## src/rtl/core/bsp_pkg.sv

```systemverilog
// Shared types and constants for the bounding sphere core.
// Used by the top level, bsp_dist and bsp_isqrt in rtl/core; depends on nothing else.
`timescale 1ns / 1ps

package bsp_pkg;

   // Default parameter values for the top level.
   localparam int DEF_MAX_POINTS  = 1024;
   localparam int DEF_COORD_BITS  = 16;

   // Fixed port field widths.
   localparam int FIELD_BITS      = 16;  // one input coordinate
   localparam int CENTER_BITS     = 17;  // one doubled center coordinate
   localparam int RADIUS_BITS     = 17;  // doubled radius
   localparam int COUNT_OUT_BITS  = 11;  // point count in the result
   localparam int IN_TDATA_BITS   = 48;
   localparam int OUT_TDATA_BITS  = 80;
   localparam int NUM_AXES        = 3;

   typedef enum logic [1:0] {
      AXIS_X,
      AXIS_Y,
      AXIS_Z
   } axis_type;

   typedef enum logic [2:0] {
      S_LOAD,
      S_CENTER,
      S_WALK,
      S_DRAIN,
      S_ROOT,
      S_EMIT
   } state_type;

   // Control from the sequencer to the distance unit.
   typedef struct packed {
      logic     clear;   // reset the running maximum
      logic     sq_en;   // square one axis of the current point
      axis_type axis;    // which axis
   } dist_ctl_type;

endpackage

```

## src/rtl/core/bsp_isqrt.sv

```systemverilog
// Iterative integer square root, one result bit per cycle (floor root).
// Depends on bsp_pkg for the DEF_COORD_BITS default of IN_BITS.
`timescale 1ns / 1ps

module bsp_isqrt
   import bsp_pkg::*;
#(
   parameter int IN_BITS = 2 * DEF_COORD_BITS + 2
) (
   input  logic                   clock,
   input  logic                   reset,
   input  logic                   start,
   input  logic [IN_BITS-1:0]     operand,
   output logic                   done,
   output logic [IN_BITS/2-1:0]   root
);

   localparam int ROOT_BITS = IN_BITS / 2;
   localparam int CNT_BITS  = $clog2(ROOT_BITS + 1);

   logic                  busy_ff, busy_in;
   logic                  done_ff, done_in;
   logic [CNT_BITS-1:0]   cnt_ff, cnt_in;
   logic [IN_BITS-1:0]    opnd_ff, opnd_in;
   logic [ROOT_BITS+1:0]  rem_ff, rem_in;
   logic [ROOT_BITS-1:0]  root_ff, root_in;
   logic [ROOT_BITS+1:0]  rem_try;
   logic [ROOT_BITS+1:0]  trial;
   logic                  fits;

   assign rem_try = {rem_ff[ROOT_BITS-1:0], opnd_ff[IN_BITS-1 -: 2]};
   assign trial   = {root_ff, 2'b01};
   assign fits    = (rem_try >= trial);

   always_comb begin
      busy_in = busy_ff;
      done_in = 1'b0;
      cnt_in  = cnt_ff;
      opnd_in = opnd_ff;
      rem_in  = rem_ff;
      root_in = root_ff;
      if (start) begin
         busy_in = 1'b1;
         cnt_in  = CNT_BITS'(ROOT_BITS);
         opnd_in = operand;
         rem_in  = '0;
         root_in = '0;
      end else if (busy_ff) begin
         opnd_in = {opnd_ff[IN_BITS-3:0], 2'b00};
         rem_in  = fits ? (rem_try - trial) : rem_try;
         root_in = {root_ff[ROOT_BITS-2:0], fits};
         cnt_in  = cnt_ff - 1'b1;
         if (cnt_ff == CNT_BITS'(1)) begin
            busy_in = 1'b0;
            done_in = 1'b1;
         end
      end
   end

   always_ff @(posedge clock) begin
      if (reset) begin
         busy_ff <= 1'b0;
         done_ff <= 1'b0;
         cnt_ff  <= '0;
      end else begin
         busy_ff <= busy_in;
         done_ff <= done_in;
         cnt_ff  <= cnt_in;
      end
      opnd_ff <= opnd_in;
      rem_ff  <= rem_in;
      root_ff <= root_in;
   end

   assign done = done_ff;
   assign root = root_ff;

endmodule
```

## config.mk

```make
export PLATFORM = sky130hd
export DESIGN_NAME = bsp_isqrt
export DESIGN_NICKNAME = d
export VERILOG_FILES = /design/src/rtl/core/bsp_pkg.sv /design/src/rtl/core/bsp_isqrt.sv
export SDC_FILE = /design/constraint.sdc
export NUM_CORES = 1
export LEC_CHECK = 0
export BUFFER_PORTS_ARGS = -buffer_cell sky130_fd_sc_hd__clkbuf_2
export CAP_MARGIN = 20
export CELL_PAD_IN_SITES_DETAIL_PLACEMENT = 0
export CELL_PAD_IN_SITES_GLOBAL_PLACEMENT = 1
export CORE_AREA = 3 3 94 105
export CTS_CLUSTER_SIZE = 20
export DETAILED_ROUTE_END_ITERATION = 12
export DIE_AREA = 0 0 97 108
export PLACE_DENSITY = 0.85
export SLEW_MARGIN = 20
export SYNTH_ARGS = -nofsm -noshare
export SYNTH_HDL_FRONTEND = slang
export SYNTH_SLANG_ARGS = --single-unit
```

## constraint.sdc

```tcl
create_clock -name clock -period 3 [get_ports clock]
set_input_delay 0.45 -clock clock [delete_from_list [all_inputs] [get_ports clock]]
set_output_delay 0.45 -clock clock [all_outputs]
set_load 0.01 [all_outputs]
```

; Word level (Yosys, flattened, before mapping)
; Index checks and enable logic that the tools add are counted.
[word_totals]
wordCells = 24
output_inout_bits = 18
in_bits = 37
ff_bits = 75
[classes]
magnitude_cmp = 1
add_sub_neg = 2
eq_ne = 1
reduce_logical = 3
n_bitwise = 1
muxes = 9
[ops]
columns = operator, n
row1 = 34-bit two-way mux, 2
row2 = 19-bit greater-or-equal comparator, 1
row3 = 17-bit two-way mux, 1
row4 = 17-bit subtractor, 1
row5 = 5-bit two-way mux, 2
row6 = 5-bit by 1-bit equality test with 1-bit output (second input constant), 1
row7 = 5-bit by 1-bit subtractor with 5-bit output (second input constant), 1
row8 = 1-bit two-way mux, 4
row9 = 3-bit OR reduction, 1
row10 = 2-bit nonzero test, 1
row11 = 2-bit OR reduction, 1
row12 = 1-bit inverter, 1

; Depth between registers and ports, before layout
[logic_depth]
depth_word = 4
depth_mapped = 12
mapped_depth_nobuf = 9

; Least setup slack after synthesis
; Ideal clock, no wire load.
[synth_path]
path_kind = reg-to-reg
from = register root_ff[1], in the netlist root[1]
to = register rem_ff[1]
n_path_buf = 0
synth_period_minus_slack_ns = 2.515
path_stages_with_launch = 10
t_required_ns = 2.914
setup_time_ns = 0.086
t_arrival_ns = 2.430
setup_slack_ns = 0.485
cell_sequence = dfxtp_1 > inv_1 > ha_1 > o21a_1 > o2bb2ai_1 > a21oi_1 > o211a_1 > a21oi_2 > mux2_2 > a211oi_1
[synth_via]
elab_chain_len = 2
[synth_rtl]
columns = item, line_no
row1 = from (decl), bsp_isqrt.sv:26  ; logic [ROOT_BITS-1:0] root_ff, root_in;
row2 = from (signal assigned), bsp_isqrt.sv:72  ; root_ff <= root_in;
row3 = 19-bit greater-or-equal comparator, bsp_isqrt.sv:33  ; assign fits = (rem_try >= trial);
row4 = 17-bit two-way mux, bsp_isqrt.sv:50  ; rem_in = fits ? (rem_try - trial) : rem_try;
row5 = to (signal assigned), bsp_isqrt.sv:71  ; rem_ff <= rem_in;
row6 = to (decl), bsp_isqrt.sv:25  ; logic [ROOT_BITS+1:0] rem_ff, rem_in;
; Every way passes these cells.
; A chain may end at the register's enable or synchronous reset.

; Final worst setup path
; Same ends and word-level chain as after synthesis.

==> impl_metrics.tcl <==
set metrics [dict create \
    status "completed" \
    vias 2883 \
    grt_usage_pct 16.4 \
    hold_ws_ns 0.358 \
    multi_input_area_mm2 0.00195 \
    grt_pass1_wl_um 13900 \
    syn_avg_cell_area_um2 10.6 \
    grt_max_degree 35 \
    grt_antenna_before_repair 0 \
    nFillCells 807 \
    dp_hpwl_um 5750 \
    insertion_delay_ns 0.34 \
    die_w_um 97 \
    slew_headroom_pct 63.7 \
    antenna_left 0 \
    synth-seq-cells 75 \
    synth_edf_count 34 \
    fin_crit_sh_pct 89.5 \
    grt_setup_unrepaired "false" \
    powerDensity_mw_per_mm2 840 \
    drc_errors 0 \
    crit_arrival_ns 2.94 \
    core-area_mm2 0.00887 \
    synthCells 373 \
    r2r_end "rem_ff[1]" \
    worstSetupEndpoint "rem_ff[1]" \
    final_hold_viol_count 0 \
    cts_tree "yes" \
    place.gp.congestion 0.845 \
    tns_ns 0 \
    worstSetupEndpointType "register" \
    wl_per_cell_um 14.8 \
    cts.path.max_buffers 2 \
    final_nets 485 \
    drv_cap 0 \
    syn_to_final_growth_pct 14.6 \
    die_h_um 108 \
    portBuffers 54 \
    drt-pass1-iter-count 4 \
    synth_cell_types 53 \
    path_clk_slew_ns 0.08 \
    p_leak_nw 1.84 \
    die-area_mm2 0.0105 \
    worstMarginPinSlew_ns 0.539 \
    cts_sinks 75 \
    antennaDiodeCount 0 \
    min_path_type "input pin to register" \
    async_flop_share_pct 0 \
    rows 36 \
    drive_above_1_share_pct 27.3 \
    crit_path_start_kind "register" \
    synth_area_mm2 0.00396 \
    post-route-min-period_ns 2.68 \
    path_max_fanout 10 \
    rr_worst_depth 9 \
    ys_seq_area_share_pct 46.5 \
    initial_core_util_pct 44.6 \
    cts_buffers 9 \
    startpoint "root[1]" \
    htreeDepth 3 \
    skew_ns 0.00871 \
    first_global_vias 2954 \
    reg2reg_from "root[1]" \
    reg2reg_slack_ns 0.32 \
    drtIter0Drc 170 \
    ir_drop_mv 0.398 \
    required_ns 3.26 \
    cts.root.buffer_cell "clkbuf_8" \
    slew_violations 0 \
    overflow 0 \
    io_pins 55 \
    drt-total-wl_um 8050 \
    viasPerCell 5.28 \
    crit_type "register to register" \
    synth_flop_cell "dfxtp_1" \
    setup_viol 0 \
    yosys_warnings 0 \
    hold_buffers 0 \
    cts_setup_buffers 0 \
    synth_nets 431 \
    timing.fmax_mhz 373 \
    seq_area_mm2 0.00184 \
]
==> worst max-delay path, cell delays in order (launching register included) <==
cell and delay (ns):
dfxtp_1 0.38, inv_1 0.06, ha_1 0.35, o21a_1 0.20
o2bb2ai_1 0.28, a21oi_1 0.16, o211a_1 0.30, a21oi_4 0.29
mux2_2 0.37, a211oi_1 0.21
==> cell usage after synthesis, types with 2 or more instances <==
library cell / number / area share, %
o21ai_1: 2 / 0.25
a21o_1: 3 / 0.57
nor4b_1: 3 / 0.66
nor2_1: 47 / 4.5
a21oi_1: 9 / 1.1
nand3_1: 6 / 0.76
nor3_1: 6 / 0.76
clkbuf_1: 10 / 0.95
buf_1: 3 / 0.28
mux2_2: 33 / 9.4
ha_1: 21 / 6.6
edfxtp_1: 34 / 26
nand2_1: 12 / 1.1
nor2b_1: 3 / 0.47
or3_1: 2 / 0.32
nand4_1: 2 / 0.32
and2_1: 2 / 0.32
nand2b_1: 4 / 0.63
dfxtp_1: 41 / 21
mux2i_1: 25 / 6.3
o21ai_0: 16 / 2.0
buf_6: 2 / 0.57
inv_1: 24 / 2.3
xnor2_1: 9 / 2.0
xor2_1: 7 / 1.5
a2111oi_0: 2 / 0.44
o31ai_1: 3 / 0.57
o21a_1: 4 / 0.76
a211oi_1: 11 / 2.1
a31oi_1: 2 / 0.32
a32oi_1: 3 / 0.66
==> routing by layer <==
| layer | part of all wire [%] | track usage (%) |
|---|---|---|
| met4 | 1.3 | 5.82 |
| met3 | 6.4 | 5.03 |
| met2 | 50 | 27.9 |
| met1 | 43 | 19.8 |
| met5 | 0 | 0 |
==> final cells by class <==
class | instances | share of cell area [%]
sequential | 75 | 40.6
timing repair buffer | 61 | 7.11
tap | 114 | 3.14
clock buffer | 10 | 2.81
inverter | 24 | 1.99
clock inverter | 6 | 1.43
multi-input combinational | 256 | 42.9
==> stage by stage <==
step / setup WS (ns) / instance area (um2) / util [%] / total power [mW] / cells
after floorplan: 0.485 / 3960 / - / 2.72 / 373
after global placement: 0.331 / 4340 / 48.9 / 2.99 / 530
after detailed placement: 0.206 / 4340 / 48.9 / 3.03 / 530
after CTS: 0.179 / 4530 / 51.1 / 3.81 / 546
after global routing: 0.0581 / 4540 / 51.1 / 4.12 / 546
final: 0.316 / 4540 / 51.1 / 3.81 / 546
==> power by group <==
group / leakage, nW / switching, mW / internal (mW)
Clock: 0.0966 / 0.380 / 0.386
Sequential: 0.678 / 0.0856 / 1.20
Combinational: 1.06 / 0.962 / 0.794
==> kinds of logic after synthesis <==
family | after synthesis | synth area share (%)
XOR/XNOR | 16 | 3.54
buffers and inverters | 42 | 4.52
AO/OA/AOI/OAI | 68 | 11.8
AND/OR/NAND/NOR | 93 | 11.2
flip-flops | 75 | 46.5
multiplexers | 58 | 15.7
adder cells (fa/ha/maj) | 21 | 6.64
==> flip-flops by register name (all words and copies together) (netlist names) <==
name,count
opnd_ff,34
busy_ff,1
root,17
cnt_ff,5
rem_ff,17
done,1
==> cells in the final DEF (no fill, tap or decap), drive strengths merged, types with 4 or more instances in the layout <==
master | synthesis | routed
mux2i | 25 | 25
xor2 | 7 | 7
nor3 | 6 | 6
dfxtp | 41 | 41
a211oi | 11 | 11
o31ai | 4 | 4
o21ai | 19 | 19
a21oi | 10 | 10
buf | 7 | 7
ha | 21 | 21
mux2 | 33 | 33
clkbuf | 11 | 64
nand3 | 6 | 6
edfxtp | 34 | 34
nand2b | 4 | 4
inv | 24 | 25
nor2 | 47 | 47
nand2 | 12 | 12
xnor2 | 9 | 9
o21a | 4 | 4
==> timing repair <==
action,in CTS,in global routing
endpoints found under the setup margin,0,1
resized for setup,0,1
endpoints found under the hold margin,0,0
==> worst min-delay path by stage <==
stage	from	end	slack, ns	cells after the start
after floorplan	rem_ff[15]	rem_ff[15]	0.44	2
after global placement	rem_ff[0]	rem_ff[0]	0.47	2
after detailed placement	rem_ff[16]	rem_ff[16]	0.48	2
after CTS	reset	busy_ff	0.35	2
after global routing	reset	busy_ff	0.37	2
final	reset	busy_ff	0.36	2
No activity file was read; power rests on OpenSTA's default activity.
