<file path="src/rtl/core/bsp_pkg.sv">
// Shared types and constants for the bounding sphere core.
// Used by the top level, bsp_dist and bsp_isqrt in rtl/core; depends on nothing else.
`timescale 1ns / 1ps

package bsp_pkg;

   // Default parameter values for the top level.
   localparam int DEF_MAX_POINTS  = 1024;
   localparam int DEF_COORD_BITS  = 16;

   // Fixed port field widths.
   localparam int FIELD_BITS      = 16;  // one input coordinate
   localparam int CENTER_BITS     = 17;  // one doubled center coordinate
   localparam int RADIUS_BITS     = 17;  // doubled radius
   localparam int COUNT_OUT_BITS  = 11;  // point count in the result
   localparam int IN_TDATA_BITS   = 48;
   localparam int OUT_TDATA_BITS  = 80;
   localparam int NUM_AXES        = 3;

   typedef enum logic [1:0] {
      AXIS_X,
      AXIS_Y,
      AXIS_Z
   } axis_type;

   typedef enum logic [2:0] {
      S_LOAD,
      S_CENTER,
      S_WALK,
      S_DRAIN,
      S_ROOT,
      S_EMIT
   } state_type;

   // Control from the sequencer to the distance unit.
   typedef struct packed {
      logic     clear;   // reset the running maximum
      logic     sq_en;   // square one axis of the current point
      axis_type axis;    // which axis
   } dist_ctl_type;

endpackage

</file>
<file path="src/rtl/core/bsp_dist.sv">
// Shared squaring unit: squares one axis offset per cycle, sums the three
// axes of a point and keeps the largest sum. Depends on bsp_pkg.
`timescale 1ns / 1ps

module bsp_dist
   import bsp_pkg::*;
#(
   parameter int COORD_BITS = DEF_COORD_BITS
) (
   input  logic                          clock,
   input  logic                          reset,
   input  dist_ctl_type                  ctl,
   input  logic [3*COORD_BITS-1:0]       point,   // x, y, z from the lowest bits
   input  logic [3*(COORD_BITS+1)-1:0]   center2, // doubled center, x lowest
   output logic [2*COORD_BITS+1:0]       best,
   output logic                          busy
);

   localparam int PROD_BITS = 2 * COORD_BITS;
   localparam int SUM_BITS  = 2 * COORD_BITS + 2;

   logic signed [COORD_BITS-1:0] p_sel;
   logic signed [COORD_BITS:0]   c_sel;
   logic signed [COORD_BITS+1:0] offset;
   logic [COORD_BITS-1:0]        mag;

   logic [PROD_BITS-1:0] prod_ff, prod_in;
   logic                 prod_valid_ff, prod_valid_in;
   logic                 prod_first_ff, prod_first_in;
   logic                 prod_last_ff, prod_last_in;
   logic [SUM_BITS-1:0]  sum_ff, sum_in;
   logic [SUM_BITS-1:0]  best_ff, best_in;
   logic [SUM_BITS-1:0]  acc;

   always_comb begin
      case (ctl.axis)
         AXIS_X: begin
            p_sel = point[0 +: COORD_BITS];
            c_sel = center2[0 +: COORD_BITS+1];
         end
         AXIS_Y: begin
            p_sel = point[COORD_BITS +: COORD_BITS];
            c_sel = center2[COORD_BITS+1 +: COORD_BITS+1];
         end
         AXIS_Z: begin
            p_sel = point[2*COORD_BITS +: COORD_BITS];
            c_sel = center2[2*(COORD_BITS+1) +: COORD_BITS+1];
         end
         default: begin
            p_sel = '0;
            c_sel = '0;
         end
      endcase
   end

   // Every stored point lies inside the box, so the doubled offset never
   // exceeds max - min in magnitude and fits COORD_BITS unsigned bits.
   assign offset = {p_sel[COORD_BITS-1], p_sel, 1'b0} - (COORD_BITS+2)'(c_sel);
   assign mag    = offset[COORD_BITS+1] ? COORD_BITS'(-offset) : COORD_BITS'(offset);

   assign acc = (prod_first_ff ? SUM_BITS'(0) : sum_ff) + SUM_BITS'(prod_ff);

   always_comb begin
      prod_in       = mag * mag;
      prod_valid_in = ctl.sq_en;
      prod_first_in = (ctl.axis == AXIS_X);
      prod_last_in  = (ctl.axis == AXIS_Z);
      sum_in        = sum_ff;
      best_in       = best_ff;
      if (prod_valid_ff) begin
         sum_in = acc;
         if (prod_last_ff && (acc > best_ff)) begin
            best_in = acc;
         end
      end
      if (ctl.clear) begin
         best_in = '0;
      end
   end

   always_ff @(posedge clock) begin
      if (reset) begin
         prod_valid_ff <= 1'b0;
      end else begin
         prod_valid_ff <= prod_valid_in;
      end
      prod_ff       <= prod_in;
      prod_first_ff <= prod_first_in;
      prod_last_ff  <= prod_last_in;
      sum_ff        <= sum_in;
      best_ff       <= best_in;
   end

   assign best = best_ff;
   assign busy = prod_valid_ff;

endmodule

</file>
<file path="config.mk">
export PLATFORM = sky130hd
export DESIGN_NAME = bsp_dist
export DESIGN_NICKNAME = d
export VERILOG_FILES = /design/src/rtl/core/bsp_pkg.sv /design/src/rtl/core/bsp_dist.sv
export SDC_FILE = /design/constraint.sdc
export NUM_CORES = 1
export LEC_CHECK = 0
export BUFFER_PORTS_ARGS = -buffer_cell sky130_fd_sc_hd__buf_4
export CORE_MARGIN = 5
export CORE_UTILIZATION = 50
export CTS_CLUSTER_DIAMETER = 50
export DETAILED_ROUTE_END_ITERATION = 8
export PLACE_DENSITY_LB_ADDON = 0.12
export SYNTH_ARGS = -nofsm -noshare
export SYNTH_HDL_FRONTEND = slang
export SYNTH_SLANG_ARGS = --single-unit
</file>
<file path="constraint.sdc">
create_clock -name clock -period 13.7 [get_ports clock]
set_input_delay 1.37 -clock clock [delete_from_list [all_inputs] [get_ports clock]]
set_output_delay 1.37 -clock clock [all_outputs]
set_load 0.01 [all_outputs]
</file>
Word level (Yosys, flattened, before mapping)
Index checks and enable logic that the tools add are counted.
{"block": "classes", "n_mux": 4, "eq_ne": 2, "reduce_logical": 3, "multipliers": 1, "add_sub_neg": 3, "magnitude_cmp": 1}
{"cell": "$pmux 17 s3", "n": 1}
{"cell": "$pmux 16 s3", "n": 1}
{"cell": "$add 34x32->34", "n": 1}
{"cell": "$gt 34x34->1", "n": 1}
{"cell": "$mux 34", "n": 1}
{"cell": "$mul 16x16->32", "n": 1}
{"cell": "$sub 17x17->18", "n": 1}
{"cell": "$mux 16", "n": 1}
{"cell": "$neg 16->16", "n": 1}
{"cell": "$eq 2x1->1 const B", "n": 1}
{"cell": "$eq 2x2->1 const B", "n": 1}
{"cell": "$logic_not 2->1", "n": 1}
{"cell": "$reduce_and 2->1", "n": 1}
{"cell": "$logic_and 1x1->1", "n": 1}
{"block": "word_totals", "in_bits": 105, "reg_bits": 103, "out_inout_bits": 35, "wordCells": 20}

Logic depth before layout (Yosys ltp)
{"block": "depth", "depth_word": 6, "depth_mapped": 43, "mapped_depth_nobuf": 38}

Worst setup path after synthesis
OpenSTA, ideal clock, no wires.
{"block": "synth_timing", "path_type": "input port to flip-flop", "start": "input ctl[0] (netlist bit)", "end": "register prod_ff[30]", "cell_stages": 39, "setup_slack_ns": 3.200, "arrival_ns": 10.428, "setup_time_ns": 0.072, "required_ns": 13.628, "n_path_buf": 5, "cell_sequence": "buf_2 buf_1 mux2i_1 o21ai_0 ha_1 buf_2 a21o_1 a31o_1 or3_1 and2_1 buf_2 or4_4 o31ai_1 xor2_1 inv_2 buf_6 nand2_2 inv_2 [... 3 more ...] inv_1 fa_1 fa_1 fa_1 inv_1 fa_1 inv_1 ha_1 o2111a_1 a211o_1 a21oi_1 o31ai_1 a21oi_1 nand2b_1 a21o_1 a221o_1 a21oi_1 xnor2_1"}
{"block": "synth_via", "elab_chain_len": 6, "word_cells_on_any_way": 9, "classes_between": "add/sub: 2; mul: 1; eq/ne: 2; mux: 3; reduce/logical: 1"}
{"element": "start, declared", "line": "bsp_dist.sv:12", "rtl": "input dist_ctl_type ctl,"}
{"element": "$eq 2x2->1 (tied with other cells)", "line": "bsp_dist.sv:36", "rtl": "case (ctl.axis)"}
{"element": "$pmux 17 s3 or $pmux 16 s3 (tied branches)", "line": "bsp_dist.sv:36"}
{"element": "$sub 17x17->18 (*)", "line": "bsp_dist.sv:58", "rtl": "assign offset = {p_sel[COORD_BITS-1], p_sel, 1'b0} - (COORD_BITS+2)'(c_sel);"}
{"element": "$neg 16->16", "line": "bsp_dist.sv:59", "rtl": "assign mag = offset[COORD_BITS+1] ? COORD_BITS'(-offset) : COORD_BITS'(offset);"}
{"element": "$mux 16 (*)", "line": "bsp_dist.sv:59"}
{"element": "$mul 16x16->32 (*)", "line": "bsp_dist.sv:64", "rtl": "prod_in = mag * mag;"}
{"element": "net prod_in[30]", "line": "bsp_dist.sv:27", "rtl": "logic [PROD_BITS-1:0] prod_ff, prod_in;"}
{"element": "end signal, assigned", "line": "bsp_dist.sv:87", "rtl": "prod_ff <= prod_in;"}
{"element": "end, declared", "line": "bsp_dist.sv:27"}
The timed path passes the listed nets; every way through them passes the cells marked *.
A chain may end at the register's enable or synchronous reset.

Worst setup path after layout
{"block": "layout_timing", "start": "input ctl[1] (netlist bit)", "end": "register prod_ff[31]"}
Same word-level chain as after synthesis.

==> summary.txt <==
Status
  – Outcome: finished, final reports clean

CTS
  – CTS Buf Count: 9
  – Longest Clk Path Bufs: 2
  – Post-cts hold buffer count: 0
  – # Post-CTS Setup Buffers: 0
  – Latest clock arrival within the worst-skew pair: 350 ps
  – Clk sinks: 102
  – Resized Gates After CTS: 0
  – CTS H-tree lvls: 3
  – CTS tree: done
  – Register clock-pin slew on the reported worst setup and hold paths: ~70 ps
  – Clock Root Buffer: clkbuf_16

Finish
  – Fill cells: 2,708
  – # diodes: 0
  – Fin nets: 2,249
  – Area growth, synth to finish: 11.8%
  – Area of the multi-input gates: 0.0108 sq mm
  – Register Area: between 0.002 and 0.0025 sq mm
  – Most frequent cells in the layout: inv_1 (287), nor2_1 (185), ha_1 (179)
  – Share of cells above drive strength 1: 11.0%
  – Most common cell after layout, fill and taps aside: inv_1

Floorplanning
  – Die Wd: roughly 180 um
  – DIE HEIGHT: 180 um
  – IO Count: between 100 and 150
  – Initial core utilization: 50.6%
  – Cell Rows: 62
  – Core region area: 0.0287 sq mm
  – DIE AREA: ~0.033 sq mm

Synth
  – Cell taking the most area after synthesis: fa_1
  – Ranking of synthesized cells by area: fa_1 (23%), ha_1 (15%), dfxtp_1 (9.4%), inv_1 (7.4%), edfxtp_1 (7.0%)
  – Mapped cell area: 0.0145 sq mm
  – Syn_area_per_cell: 8.61 sq um
  – Share of the synthesized area in the top cell type: 22.7%
  – Sequential fraction of the synthesis area: 16.4%
  – Post-Synthesis Cells: 1,688
  – Number of synthesized flops with an enable pin: 34
  – Register bit total from synthesis: 102
  – Syn_nets: 2,137
  – Synth cell types: 74
  – Async SR Flop Fraction: 0%
  – Yosys warns: 0
  – Main synth FF type: dfxtp_1

GRT
  – First-pass GRT wire length: 57.0 mm
  – GRT overflow: 0
  – Number of global-route vias before repair: 11,760
  – Largest net degree at the start of global routing: 51
  – Number of antenna violations at the first check in global routing: 0
  – Global Route Usage Sum: between 20% and 30%

Place
  – GPL Wtd Cong: about 0.89
  – HPWL after DPL: 27.8 mm
  – PortBufs: 139

STA
  – Final Cycle Share: 84.3%
  – Clk_skew: 10.7 ps
  – F_max: 0.0865 GHz
  – Final hold viol count: 0
  – Worst slew pin tran: 1040 ps
  – Fin Setup TNS: 0 ps
  – WHS: 538 ps
  – Max-slew headroom: about 30%
  – Pins Over Slew Limit: 0
  – Final setup viols: 0
  – Final Critical Period: 11,550 ps
  – RSZ-0062 raised after global routing: false

Route
  – Total Wirelength: 33.2 mm
  – Vias/cell: roughly 5.2
  – Vias: 11,444
  – Post-DR wirelength/cell: approximately 15 um
  – Drt first pass iters: 5
  – Remaining design rule violation count: 0
  – Antenna-violating nets left: 0
  – Initial detailed-routing violation count: 469

Worst setup path
  – Critical Path Sink Type: register
  – Crit-path slowest cell: xor2_1
  – CP max FO: 35
  – Critical Path RT: 13,930 ps
  – WS Path Type: input port to register
  – WP data arrival: 11,780 ps
  – Reg2Reg Depth: 22
  – Most frequent CP cell: fa_1
  – Startpoint Class: input port
  – Slowest cell delay on critical path: 800 ps

Min path
  – Hold path depth: 2
  – Worst Hold Class: register to register

Run
  – Max_cap viols: 0
==> Yosys cell counts, drive strengths merged (37+ instances only) <==
cell type and number:
inv 295, nor2 185, ha 179, fa 165
a21oi 120, nand2 108, dfxtp 68, xnor2 58
o21ai 55, a21o 46, nor2b 46, clkbuf 37
==> cell type report <==
| class | count | area share, % |
|---|---|---|
| multi-input combinational | 1237 | 66.7 |
| inverter | 298 | 6.89 |
| timing repair buffer | 152 | 7.03 |
| clock inverter | 4 | 0.185 |
| clock buffer | 12 | 1.59 |
| sequential | 102 | 14.7 |
| tap | 384 | 2.96 |
==> flip-flops by register name, indices dropped and copies added (netlist names) <==
signal / cells
prod_first_ff: 1
prod_last_ff: 1
busy: 1
best: 34
prod_ff: 31
sum_ff: 34
==> through the flow <==
stage	instance area, sq um	cells	worst slack, ps	util [%]
final	16200	2189	2150	56.6
after global routing	16200	2189	1260	56.6
after CTS	16200	2189	2060	56.6
after detailed placement	16000	2173	1720	55.6
after global placement	16000	2173	1790	55.6
after floorplan	14500	1688	3200	-
==> critical path: cells and delay by family <==
family          cells  cell delay, ps
simple gates        5             860
buf+inv             7            1610
compound gates     13            3480
xor+xnor            3            1080
fa+ha+maj           8            3360
==> logic make-up after synthesis <==
| group | after synthesis | synth area share (%) |
|---|---|---|
| flops | 102 | 16.4 |
| compound gates | 310 | 13.5 |
| xor+xnor | 92 | 5.70 |
| mux | 36 | 2.52 |
| fa+ha+maj | 344 | 38.2 |
| buf+inv | 349 | 9.19 |
| simple gates | 455 | 14.6 |
==> path summary, 6_finish.rpt <==
kind	startpoint	end	slack [ps]
setup / recovery	ctl[1]	prod_ff[31]$_DFF_P_	2150
hold / removal	best[26]$_SDFFE_PP0P_	best[26]$_SDFFE_PP0P_	540
setup reg to reg	prod_first_ff$_DFF_P_	best[0]$_SDFFE_PP0P_	7260
hold reg to reg	best[26]$_SDFFE_PP0P_	best[26]$_SDFFE_PP0P_	540
==> routing by layer <==
metal	routed length (um)	up-vias	track usage, %
li1	-	5762	-
met1	15400	5371	28.0
met2	15800	278	35.8
met3	1540	33	2.66
met4	489	0	4.72
met5	0	-	0
Power is left out: the tool's default activity adds up to more than one toggle a clock period on the data nets, which glitch-free logic cannot reach.
